### src/hw/rtl/usd_pkg.sv
// shared types, constants and decode functions for the utf-8 sanitizing decoder
package usd_pkg;

  localparam int unsigned CountWidthDef = 16;
  localparam int unsigned QueueDepthDef = 4;
  localparam int unsigned CapWidth      = 16;
  localparam int unsigned ByteWidth     = 8;
  localparam int unsigned CpWidth       = 21;
  localparam int unsigned LenWidth      = 3;

  localparam logic [CapWidth-1:0] CapReset = 16'd512;

  // byte classes
  localparam logic [7:0] ContMask   = 8'hC0;
  localparam logic [7:0] ContTag    = 8'h80;
  localparam logic [7:0] AsciiLimit = 8'h80;
  localparam logic [7:0] Lead2Lo    = 8'hC2;
  localparam logic [7:0] Lead2Hi    = 8'hDF;
  localparam logic [7:0] Lead3Lo    = 8'hE0;
  localparam logic [7:0] Lead3Hi    = 8'hEF;
  localparam logic [7:0] Lead4Lo    = 8'hF0;
  localparam logic [7:0] Lead4Hi    = 8'hF4;

  // payload masks of lead and continuation bytes
  localparam logic [7:0] Lead2Mask = 8'h1F;
  localparam logic [7:0] Lead3Mask = 8'h0F;
  localparam logic [7:0] Lead4Mask = 8'h07;
  localparam logic [7:0] ContBits  = 8'h3F;

  // one finished character or one end marker, burst out by the back end
  typedef struct packed {
    logic [3:0][ByteWidth-1:0] seq;
    logic [LenWidth-1:0]       len;
    logic [CpWidth-1:0]        cp;
    logic                      is_end;
  } job_t;

  // length of a character from its lead byte, 0 for a stray or invalid lead
  function automatic logic [LenWidth-1:0] lead_len(input logic [7:0] b);
    logic [LenWidth-1:0] len;
    len = 3'd0;
    if (b < AsciiLimit) begin
      len = 3'd1;
    end else if (b >= Lead2Lo && b <= Lead2Hi) begin
      len = 3'd2;
    end else if (b >= Lead3Lo && b <= Lead3Hi) begin
      len = 3'd3;
    end else if (b >= Lead4Lo && b <= Lead4Hi) begin
      len = 3'd4;
    end
    return len;
  endfunction

  function automatic logic [CpWidth-1:0] decode_cp(input logic [3:0][7:0] seq,
                                                   input logic [LenWidth-1:0] len);
    logic [7:0] b0;
    logic [7:0] b1;
    logic [7:0] b2;
    logic [7:0] b3;
    logic [CpWidth-1:0] cp;
    b0 = seq[0];
    b1 = seq[1] & ContBits;
    b2 = seq[2] & ContBits;
    b3 = seq[3] & ContBits;
    case (len)
      3'd1: cp = {13'd0, b0};
      3'd2: cp = {10'd0, b0[4:0] & Lead2Mask[4:0], b1[5:0]};
      3'd3: cp = {5'd0, b0[3:0] & Lead3Mask[3:0], b1[5:0], b2[5:0]};
      3'd4: cp = {b0[2:0] & Lead4Mask[2:0], b1[5:0], b2[5:0], b3[5:0]};
      default: cp = '0;
    endcase
    return cp;
  endfunction

endpackage

### src/hw/rtl/usd_front.sv
// front end: byte classification, character assembly and capacity check
module usd_front #(
  parameter int unsigned COUNT_WIDTH = usd_pkg::CountWidthDef
) (
  input  logic                          clk_i,
  input  logic                          rst_ni,
  input  logic                          push_i,
  input  logic [7:0]                    in_byte_i,
  input  logic                          string_done_i,
  input  logic [usd_pkg::CapWidth-1:0]  capacity_i,
  input  logic                          q_full_i,
  output logic                          full_o,
  output logic                          q_push_o,
  output usd_pkg::job_t                 q_data_o
);

  localparam int unsigned SumW =
    ((COUNT_WIDTH > usd_pkg::CapWidth) ? COUNT_WIDTH : usd_pkg::CapWidth) + 1;

  logic [2:0][7:0]         held_q, held_d;
  logic [1:0]              hc_q, hc_d;
  logic [2:0]              exp_q, exp_d;
  logic [COUNT_WIDTH-1:0]  written_q, written_d;
  logic                    stopped_q, stopped_d;

  logic                    accept;
  logic                    is_cont;
  logic [2:0]              lead;
  logic                    emit;
  logic [2:0]              len;
  logic [3:0][7:0]         seq;
  logic [SumW-1:0]         sum;
  logic                    fits;

  assign full_o  = q_full_i;
  assign accept  = push_i & ~q_full_i;
  assign is_cont = (in_byte_i & usd_pkg::ContMask) == usd_pkg::ContTag;
  assign lead    = usd_pkg::lead_len(in_byte_i);

  // room for the character plus the terminator, and no counter overflow
  assign sum  = SumW'(written_q) + SumW'(len);
  assign fits = (sum[SumW-1:COUNT_WIDTH] == '0) && (sum < SumW'(capacity_i));

  always_comb begin
    held_d    = held_q;
    hc_d      = hc_q;
    exp_d     = exp_q;
    written_d = written_q;
    stopped_d = stopped_q;
    emit      = 1'b0;
    len       = 3'd0;
    seq       = '0;
    q_push_o  = 1'b0;
    q_data_o  = '0;
    if (accept) begin
      if (string_done_i) begin
        hc_d      = 2'd0;
        exp_d     = 3'd0;
        written_d = '0;
        stopped_d = 1'b0;
        if (capacity_i != '0) begin
          q_push_o        = 1'b1;
          q_data_o.len    = 3'd1;
          q_data_o.is_end = 1'b1;
        end
      end else if (!stopped_q) begin
        if (hc_q != 2'd0 && is_cont) begin
          if (({1'b0, hc_q} + 3'd1) >= exp_q) begin
            emit   = 1'b1;
            len    = {1'b0, hc_q} + 3'd1;
            seq[0] = held_q[0];
            seq[1] = (hc_q > 2'd1) ? held_q[1] : in_byte_i;
            seq[2] = (hc_q > 2'd2) ? held_q[2] : in_byte_i;
            seq[3] = in_byte_i;
            hc_d   = 2'd0;
            exp_d  = 3'd0;
          end else begin
            case (hc_q)
              2'd1:    held_d[1] = in_byte_i;
              2'd2:    held_d[2] = in_byte_i;
              default: held_d[0] = in_byte_i;
            endcase
            hc_d = hc_q + 2'd1;
          end
        end else begin
          // any held partial is dropped and this byte is a new lead
          hc_d  = 2'd0;
          exp_d = 3'd0;
          if (lead == 3'd1) begin
            emit   = 1'b1;
            len    = 3'd1;
            seq[0] = in_byte_i;
          end else if (lead != 3'd0) begin
            held_d[0] = in_byte_i;
            hc_d      = 2'd1;
            exp_d     = lead;
          end
        end
      end
      if (emit) begin
        if (fits) begin
          q_push_o        = 1'b1;
          q_data_o.seq    = seq;
          q_data_o.len    = len;
          q_data_o.cp     = usd_pkg::decode_cp(seq, len);
          written_d       = sum[COUNT_WIDTH-1:0];
        end else begin
          stopped_d = 1'b1;
        end
      end
    end
  end

  always_ff @(posedge clk_i or negedge rst_ni) begin
    if (!rst_ni) begin
      hc_q      <= 2'd0;
      exp_q     <= 3'd0;
      written_q <= '0;
      stopped_q <= 1'b0;
    end else begin
      hc_q      <= hc_d;
      exp_q     <= exp_d;
      written_q <= written_d;
      stopped_q <= stopped_d;
    end
  end

  always_ff @(posedge clk_i) begin
    held_q <= held_d;
  end

endmodule

### src/hw/rtl/usd_queue.sv
// small job queue between front end and back end
module usd_queue #(
  parameter int unsigned DEPTH = usd_pkg::QueueDepthDef
) (
  input  logic          clk_i,
  input  logic          rst_ni,
  input  logic          push_i,
  input  usd_pkg::job_t data_i,
  input  logic          pop_i,
  output logic          full_o,
  output logic          empty_o,
  output usd_pkg::job_t head_o
);

  localparam int unsigned PtrW = (DEPTH > 1) ? $clog2(DEPTH) : 1;
  localparam int unsigned CntW = $clog2(DEPTH + 1);

  usd_pkg::job_t   mem_q [DEPTH];
  logic [PtrW-1:0] wr_q, rd_q;
  logic [CntW-1:0] cnt_q;
  logic            do_push, do_pop;

  assign full_o  = cnt_q == CntW'(DEPTH);
  assign empty_o = cnt_q == '0;
  assign head_o  = mem_q[rd_q];
  assign do_push = push_i & ~full_o;
  assign do_pop  = pop_i & ~empty_o;

  function automatic logic [PtrW-1:0] next_ptr(input logic [PtrW-1:0] p);
    return (p == PtrW'(DEPTH - 1)) ? '0 : p + PtrW'(1);
  endfunction

  always_ff @(posedge clk_i or negedge rst_ni) begin
    if (!rst_ni) begin
      wr_q  <= '0;
      rd_q  <= '0;
      cnt_q <= '0;
    end else begin
      if (do_push) wr_q <= next_ptr(wr_q);
      if (do_pop)  rd_q <= next_ptr(rd_q);
      if (do_push && !do_pop) begin
        cnt_q <= cnt_q + CntW'(1);
      end else if (do_pop && !do_push) begin
        cnt_q <= cnt_q - CntW'(1);
      end
    end
  end

  always_ff @(posedge clk_i) begin
    if (do_push) mem_q[wr_q] <= data_i;
  end

endmodule

### src/hw/rtl/usd_back.sv
// back end: bursts each queued job into an output register, one result per cycle while results are popped
module usd_back (
  input  logic                          clk_i,
  input  logic                          rst_ni,
  input  logic                          q_empty_i,
  input  usd_pkg::job_t                 q_head_i,
  output logic                          q_pop_o,
  input  logic                          pop_i,
  output logic                          empty_o,
  output logic [7:0]                    out_byte_o,
  output logic                          char_final_o,
  output logic [usd_pkg::CpWidth-1:0]   code_point_o,
  output logic                          end_marker_o,
  output logic                          run_last_o
);

  logic                        vld_q;
  logic [1:0]                  idx_q;
  logic [7:0]                  byte_q;
  logic                        fin_q;
  logic [usd_pkg::CpWidth-1:0] cp_q;
  logic                        endm_q;
  logic                        last_q;

  logic load;
  logic last;

  assign load    = ~vld_q | pop_i;
  assign last    = ({1'b0, idx_q} + 3'd1) == q_head_i.len;
  assign q_pop_o = load & ~q_empty_i & last;

  always_ff @(posedge clk_i or negedge rst_ni) begin
    if (!rst_ni) begin
      vld_q <= 1'b0;
      idx_q <= 2'd0;
    end else if (load) begin
      vld_q <= ~q_empty_i;
      if (!q_empty_i) begin
        idx_q <= last ? 2'd0 : idx_q + 2'd1;
      end
    end
  end

  always_ff @(posedge clk_i) begin
    if (load && !q_empty_i) begin
      byte_q <= q_head_i.seq[idx_q];
      fin_q  <= last & ~q_head_i.is_end;
      cp_q   <= (last && !q_head_i.is_end) ? q_head_i.cp : '0;
      endm_q <= q_head_i.is_end;
      last_q <= last;
    end
  end

  assign empty_o      = ~vld_q;
  assign out_byte_o   = byte_q;
  assign char_final_o = fin_q;
  assign code_point_o = cp_q;
  assign end_marker_o = endm_q;
  assign run_last_o   = last_q;

endmodule

### src/hw/rtl/utf8_sanitize_decode.sv
// top level of the streaming utf-8 sanitizing decoder
//
// channel   | handshake                      | payload
// ----------+--------------------------------+---------------------------------------------
// input     | push / full                    | in_byte_i, string_done_i
// results   | empty / pop                    | out_byte_o, char_final_o, code_point_o,
//           |                                | end_marker_o, run_last_o
// config    | psel, penable, pwrite, pready  | paddr, pwdata, prdata (capacity_bytes at 0)
//
// one byte is taken per cycle while full is low; the front end settles each byte in the cycle it is taken
// a finished character leaves as one result per cycle while results are popped, one result
// per byte, matched by the input bytes that built it
// full rises only when the job queue (QUEUE_DEPTH jobs) is full; the output register lets
// the next result load in the same cycle the current one is popped
// reset is asynchronous, active low, and clears all string state; capacity resets to 512
module utf8_sanitize_decode #(
  parameter int unsigned COUNT_WIDTH = usd_pkg::CountWidthDef,
  parameter int unsigned QUEUE_DEPTH = usd_pkg::QueueDepthDef
) (
  input  logic                          clk_i,
  input  logic                          rst_ni,
  // input queue side
  input  logic                          push,
  output logic                          full,
  input  logic [7:0]                    in_byte_i,
  input  logic                          string_done_i,
  // result queue side
  output logic                          empty,
  input  logic                          pop,
  output logic [7:0]                    out_byte_o,
  output logic                          char_final_o,
  output logic [usd_pkg::CpWidth-1:0]   code_point_o,
  output logic                          end_marker_o,
  output logic                          run_last_o,
  // configuration port
  input  logic                          psel,
  input  logic                          penable,
  input  logic                          pwrite,
  input  logic [2:0]                    paddr,
  input  logic [31:0]                   pwdata,
  output logic [31:0]                   prdata,
  output logic                          pready
);

  localparam logic RegCapacity = 1'b0;

  logic [usd_pkg::CapWidth-1:0] cap_q;
  logic                         cfg_wr;

  // job queue link
  logic          q_push, q_pop, q_full, q_empty;
  usd_pkg::job_t q_wdata, q_head;

  // config transaction: register index is the word address
  assign pready = 1'b1;
  assign cfg_wr = psel & penable & pwrite & pready;

  always_ff @(posedge clk_i or negedge rst_ni) begin
    if (!rst_ni) begin
      cap_q <= usd_pkg::CapReset;
    end else if (cfg_wr && paddr[2] == RegCapacity) begin
      cap_q <= pwdata[usd_pkg::CapWidth-1:0];
    end
  end

  assign prdata = (paddr[2] == RegCapacity) ? {16'd0, cap_q} : 32'd0;

  // front end: classify bytes, assemble characters, check capacity
  usd_front #(
    .COUNT_WIDTH (COUNT_WIDTH)
  ) u_front (
    .clk_i         (clk_i),
    .rst_ni        (rst_ni),
    .push_i        (push),
    .in_byte_i     (in_byte_i),
    .string_done_i (string_done_i),
    .capacity_i    (cap_q),
    .q_full_i      (q_full),
    .full_o        (full),
    .q_push_o      (q_push),
    .q_data_o      (q_wdata)
  );

  // decoupling queue of whole characters and end markers
  usd_queue #(
    .DEPTH (QUEUE_DEPTH)
  ) u_queue (
    .clk_i   (clk_i),
    .rst_ni  (rst_ni),
    .push_i  (q_push),
    .data_i  (q_wdata),
    .pop_i   (q_pop),
    .full_o  (q_full),
    .empty_o (q_empty),
    .head_o  (q_head)
  );

  // back end: one result transaction per cycle while results are popped
  usd_back u_back (
    .clk_i        (clk_i),
    .rst_ni       (rst_ni),
    .q_empty_i    (q_empty),
    .q_head_i     (q_head),
    .q_pop_o      (q_pop),
    .pop_i        (pop),
    .empty_o      (empty),
    .out_byte_o   (out_byte_o),
    .char_final_o (char_final_o),
    .code_point_o (code_point_o),
    .end_marker_o (end_marker_o),
    .run_last_o   (run_last_o)
  );

endmodule
### config.mk
export PLATFORM = sky130hd
export DESIGN_NAME = utf8_sanitize_decode
export DESIGN_NICKNAME = d
export VERILOG_FILES = /design/src/hw/rtl/usd_pkg.sv /design/src/hw/rtl/usd_front.sv /design/src/hw/rtl/usd_queue.sv /design/src/hw/rtl/usd_back.sv /design/src/hw/rtl/utf8_sanitize_decode.sv
export SDC_FILE = /design/constraint.sdc
export NUM_CORES = 1
export LEC_CHECK = 0
export ABC_AREA = 1
export BUFFER_PORTS_ARGS = -buffer_cell sky130_fd_sc_hd__clkbuf_2
export CAP_MARGIN = 20
export CORE_AREA = 2 2 197 199
export CTS_CLUSTER_DIAMETER = 100
export DETAILED_ROUTE_END_ITERATION = 7
export DIE_AREA = 0 0 199 201
export SETUP_SLACK_MARGIN = 0.1
export SLEW_MARGIN = 40
export SYNTH_ARGS = -nofsm -noshare
export SYNTH_HDL_FRONTEND = slang
export SYNTH_HIERARCHICAL = 1
export SYNTH_SLANG_ARGS = --single-unit
### constraint.sdc
create_clock -name clk_i -period 17.9 [get_ports clk_i]
set_input_delay 1.79 -clock clk_i [delete_from_list [all_inputs] [get_ports clk_i]]
set_output_delay 1.79 -clock clk_i [all_outputs]
set_load 0.02 [all_outputs]
==> results of run 1 <==
state kept, by name, summed over array words and instances, names as in the netlist, 3 cells and up:
| register | cells |
|---|---|
| cap_q | 16 |
| u_back/code_point_o | 21 |
| u_front/written_q | 16 |
| u_back/out_byte_o | 8 |
| u_front/exp_q | 3 |
| u_queue/cnt_q | 3 |
| u_queue/mem_q | 228 |
| u_front/held_q | 24 |
through the flow:
| step | worst slack (ns) | utilization | hold slack (ns) | area [sq um] | power, mW |
|---|---|---|---|---|---|
| final | 9.93 | 0.487 | 0.500 | 18600 | 2.55 |
| after global routing | 9.46 | 0.487 | 0.521 | 18500 | 2.70 |
| after CTS | 9.92 | 0.487 | 0.503 | 18500 | 2.58 |
| after detailed placement | 9.37 | 0.456 | 0.489 | 17400 | 1.84 |
| after global placement | 9.51 | 0.455 | 0.482 | 17300 | 1.83 |
| after floorplan | 9.78 | - | 0.456 | 16900 | 1.69 |
per-layer routing:
metal / routed length, um / share of wire / up-vias / track usage
met1: 15800 / 0.44 / 5194 / 0.241
met2: 17500 / 0.49 / 243 / 0.310
met4: 661 / 0.019 / 2 / 0.0432
li1: - / - / 5452 / -
met5: 16 / 0.00045 / - / 0
met3: 1750 / 0.049 / 50 / 0.0314
worst max-delay path: cells and delay by family:
family,cells,cell delay [ns]
AND/OR/NAND/NOR,20,3.67
adder cells (fa/ha/maj),5,1.35
buffers and inverters,7,1.27
XOR/XNOR,1,0.15
AO/OA/AOI/OAI,1,0.07
how the worst max path moves through the flow:
stage,endpoint,depth (start not counted)
global placement,u_queue/cnt_q[1],34
floorplan,u_queue/mem_q[0][0],30
CTS,u_queue/cnt_q[1],34
detailed placement,u_queue/cnt_q[1],34
global route,u_queue/cnt_q[2],37
finish,u_queue/cnt_q[1],34
power breakdown:
| group | switching, mW | total, mW | internal [mW] | leakage (nW) |
|---|---|---|---|---|
| sequential | 0.0765 | 1.08 | 1.00 | 3.13 |
| combinational | 0.516 | 0.737 | 0.221 | 4.11 |
| clock | 0.296 | 0.733 | 0.437 | 0.593 |
area by class of cell:
cell class / instances / area [sq um] / area share
sequential: 332 / 9740 / 0.525
multi-input combinational: 924 / 5370 / 0.289
inverter: 281 / 1060 / 0.0571
clock buffer: 45 / 987 / 0.0532
tap: 518 / 648 / 0.0349
timing repair buffer: 98 / 553 / 0.0298
clock inverter: 22 / 191 / 0.0103
antenna: 2 / 5.00 / 0.000270
logic make-up (layout without fill, tap and decap cells):
logic type	after synthesis	after routing
and+or+nand+nor	672	672
buffers and inverters	370	446
DFF	332	332
AOI/OAI and AO/OA	185	185
adders and majority gates	34	34
xor gates and xnor gates	13	13
other	3	20
muxes	2	2
placed cells by master (no fill, tap or decap), types with 11 or more instances in the layout:
cell       Yosys  layout
nand2_1      325     325
o21ai_0       41      40
dfrtp_1       47      45
inv_1        268     268
nor3_2        20      20
a21oi_1       11      11
clkinv_2       1      15
clkbuf_2       0      82
o211ai_1      36      36
nor3_1        11      11
ha_1          32      32
clkbuf_16      0      38
conb_1         3      18
nor2_2        22      22
nor2_1       150     146
o211ai_2      81      81
nand3_1      109     109
edfxtp_1     284     284
==> run metrics, run 1 <==
crit path kind=primary input to flop; Core Area=38,100 sq um; Top cell by count, worst path=nand2_1; WL per Instance=16.1 um; Max Freq=126 MHz; Rel. slew slack=0.464; synthesized instance count=1,611; CP max-delay cell=buf_4; Min-Delay Path Class=flop to flop; Vias/cell=4.92; Area growth, synth to finish=10.4%; cell with the most instances after synthesis=nand2_1; post-synth top area share=0.507; clock buffer depth=3; adder-cell share of the synthesized area=0.0262; Slew Viols, Final=0; HP Start=u_queue/cnt_q[2]; layout cell share with drive strength beyond 1=0.187; RSZ-0062 raised after global routing=no; top post-synthesis cells by count=325 x nand2_1, 284 x edfxtp_1, 268 x inv_1; grt ovf=0; Initial Util=0.441; CTS tree=built; DRT iter0 DRCs=822; R2R depth=36; Initial DRT Pass Iterations=5; Clock Sinks=332; Ys Warns=6; first-pass GRT wire length=56.9 mm; hold endpoint=u_queue/cnt_q[2]; Yosys top cell by area=edfxtp_1; DR DRC count=0; non-filler cells, final=2,222; # Post-CTS Setup Buffers=0; hold path depth=2; r2r endpoint=u_queue/cnt_q[1]; setup TNS=0 ns; die area=40,000 sq um; final setup violation count=0; Final Cycle Share=0.445; largest family of logic cells by synthesized area=simple AND/OR/NAND/NOR gates; post-synthesis xor/xnor area fraction=0.00677; Post-Synth Simple-Gate Area=0.181; ranking of synthesized cells by area=edfxtp_1 51%, nand2_1 7.3%, dfrtp_1 7.0%; Worst VDD drop=63.3 uV; pin count of the biggest net entering global routing=101; GRT Util Overall=0.182; Post-Route WL=35.7 mm; r2r setup slk=10.16 ns; placer congestion estimate=0.854; vias in the first global route=10,600; P_leak=7.83 nW; die width=199 um; fraction of registers with async set/reset=0.145; CP arrival=8.36 ns; Port-buffer cells=82; row cnt=72; fillers=3,482; PD cells=137 nW/um^2; DP HPWL=22.6 mm; clk_lat worst skew=0.52 ns; Worst Tran Pin Value=0.805 ns; Post-synth EDFFs=284; syn avg cell area=10.4 sq um; Ports=118; Worst EP required=18.29 ns; register bit count reported by yosys=332; Max stage delay on crit path=0.57 ns; CTS Hold Bufs=0; initial antenna violation count=3; CTS root buf=clkbuf_16; MaxCap Viol Count=0; Startpoint Class=primary input; reg2reg start=u_front/hc_q[0]; Final nets=1,759; clock slew at reported path FFs=0.05 ns; sequential-to-total area share from yosys stat=0.579; CP endpoint kind=flop; post-synthesis compound-gate area fraction=0.0986; Mapped Area=16,800 sq um; post-synthesis mux area share=0.00134; main flop type after synthesis=edfxtp_1; via count=10,900; Crit Path Max Fanout=48; remaining antenna violation count=0; final hold vios=0; synth unique cells=50; outcome=complete, no violations; Placed Instances=2,153; die height=201 um; Max H-tree Level=2; Worst Skew=0.0168 ns; post-CTS sizing=0; CTS Buf Count=37; minimum clock period=7.97 ns; crit path from=in_byte_i[7]
(Power assumes the default switching activity.)
==> run 2: changes to the inputs <==
==> constraint.sdc (replaced) <==
create_clock -name clk_i -period 7.85 [get_ports clk_i]
set_input_delay 0.785 -clock clk_i [delete_from_list [all_inputs] [get_ports clk_i]]
set_output_delay 0.785 -clock clk_i [all_outputs]
set_load 0.02 [all_outputs]
==> run metrics, run 2 (synthesized netlist as in run 1, its figures left out) <==
Max H-tree Level=2 (unchanged); setup TNS=0 ns (unchanged); via count=11,100 (+1.3%); Vias/cell=4.98 (+1.1%); MaxCap Viol Count=0 (unchanged); Worst VDD drop=164 uV (+160%); Clock Sinks=332 (unchanged); placer congestion estimate=0.869 (+1.7%); Core Area=38,100 sq um (unchanged); Crit Path Max Fanout=38 (-21%); clock buffer depth=3 (unchanged); commonest non-fill, non-tap cell in the layout=nand2_1; grt ovf=0 (unchanged); initial antenna violation count=2 (-1); CP arrival=6.85 ns (-1.51 ns); CP endpoint kind=flop; CTS Buf Count=38 (+2.7%); final setup violation count=0 (unchanged); CTS Hold Bufs=0 (unchanged); Initial DRT Pass Iterations=5 (unchanged); Cell Area, Placed=17,400 sq um (+0.29%); vias in the first global route=11,000 (+3.3%); crit path kind=flop to flop; WL per Instance=16.3 um (+1.4%); PD cells=316 nW/um^2 (+130%); outcome=complete, no violations; final hold vios=0 (unchanged); row cnt=72 (unchanged); CP delay by family, top=simple AND/OR/NAND/NOR gates; remaining antenna violation count=0 (unchanged); Biggest register=u_queue/mem_q; clk_lat worst skew=0.53 ns (about the same); most frequent cells in the layout=325 x nand2_1, 284 x edfxtp_1, 268 x inv_1, 146 x nor2_1, 109 x nand3_1; Placed Instances=2,156 (+0.14%); Final Instance Area=18,700 sq um (+0.64%); Buf+Inv Stages, Crit Path=6 (-1); DP HPWL=23.5 mm (+4.2%); die height=201 um (unchanged); Worst EP required=8.05 ns (-10.24 ns); Slew Viols, Final=0 (unchanged); area of the multi-input gates=5380 sq um (+0.12%); fillers=3,433 (-1.4%); Area growth, synth to finish=11.1%; Final nets=1,764 (+0.28%); Initial Util=0.441 (unchanged); Rel. slew slack=0.480 (+0.0167); CP max-delay cell=nor2_4; Final Cycle Share=0.847; DR DRC count=0 (unchanged); clock slew at reported path FFs=0.06 ns (about the same); Startpoint Class=flop; CTS root buf=clkbuf_16; post-CTS sizing=0 (unchanged); Max stage delay on crit path=0.62 ns (+0.05 ns); Worst Skew=0.0181 ns (+0.00132 ns); die area=40,000 sq um (unchanged); first-pass GRT wire length=58.6 mm (+2.9%); Worst Tran Pin Value=0.780 ns (-0.0251 ns); storage element area=9740 sq um (unchanged); Ports=118 (unchanged); r2r setup slk=1.20 ns (-8.96 ns); DRT iter0 DRCs=752 (-8.5%); non-filler cells, final=2,227 (+0.23%); # Post-CTS Setup Buffers=0 (unchanged); Min-Delay Path Class=primary input to asynchronous set/reset pin; Port-buffer cells=82 (unchanged); Post-Route WL=36.3 mm (+1.6%); max FFs per register=228 (unchanged); Max Freq=150 MHz; pin count of the biggest net entering global routing=172 (+70%); CTS tree=built; minimum clock period=6.65 ns; RSZ-0062 raised after global routing=no; die width=199 um (unchanged); GRT Util Overall=0.187 (+0.00487); P_leak=7.86 nW (+0.41%); layout cell share with drive strength beyond 1=0.187 (+0.000515); Top cell by count, worst path=nand2_1
run 2: per-stage QoR:
step | setup slack (ns) | hold slack, ns | power, mW | util
floorplan | 0.305 | 0.456 | 3.85 | -
global placement | 1.22 | 0.488 | 4.19 | 0.457
detailed placement | 1.10 | 0.497 | 4.22 | 0.457
CTS | 1.05 | 0.381 | 5.95 | 0.489
global route | 0.664 | 0.409 | 6.25 | 0.490
finish | 1.20 | 0.367 | 5.89 | 0.490
run 2: path summary, 6_finish.rpt:
kind                                       from                    to  depth (start not counted)
worst min register to register         cap_q[9]              cap_q[9]                          2
worst max-delay path            u_front/hc_q[0]   u_queue/mem_q[3][9]                         31
max in group asynchronous                rst_ni       u_queue/rd_q[0]                          2
min in group clk_i                    pwdata[9]              cap_q[9]                          3
worst max register to register  u_front/hc_q[0]   u_queue/mem_q[3][9]                         31
worst min-delay path                     rst_ni  u_front/written_q[5]                          2
run 2: layer usage:
metal  vias up  routed length [um]  GRT usage
met3        80                2130     0.0328
met1      5218               15800      0.247
met5         -                  11          0
li1       5454                   -          -
met2       333               17300      0.310
met4         2                1040     0.0634
run 2: cell type report:
| cell class | count | area share |
|---|---|---|
| tap | 518 | 0.0347 |
| antenna | 1 | 0.000134 |
| clock buffer | 50 | 0.0556 |
| clock inverter | 19 | 0.00958 |
| sequential | 332 | 0.522 |
| inverter | 281 | 0.0567 |
| multi-input combinational | 924 | 0.288 |
| timing repair buffer | 102 | 0.0338 |
run 2: worst reg2reg max path: cells and delay by family, from the launching register on:
kind                       cells  cell delay [ns]
and+or+nand+nor               18             2.87
AOI/OAI and AO/OA              2             0.26
buffers and inverters          6             1.22
DFF                            1             0.43
xor gates and xnor gates       1             0.14
adders and majority gates      4             1.39
run 2: power by group:
part	internal [mW]	leakage, nW	switching [mW]
clock network	1.03	0.590	0.686
logic	0.525	4.14	1.17
registers	2.28	3.13	0.194
total	3.84	7.86	2.05
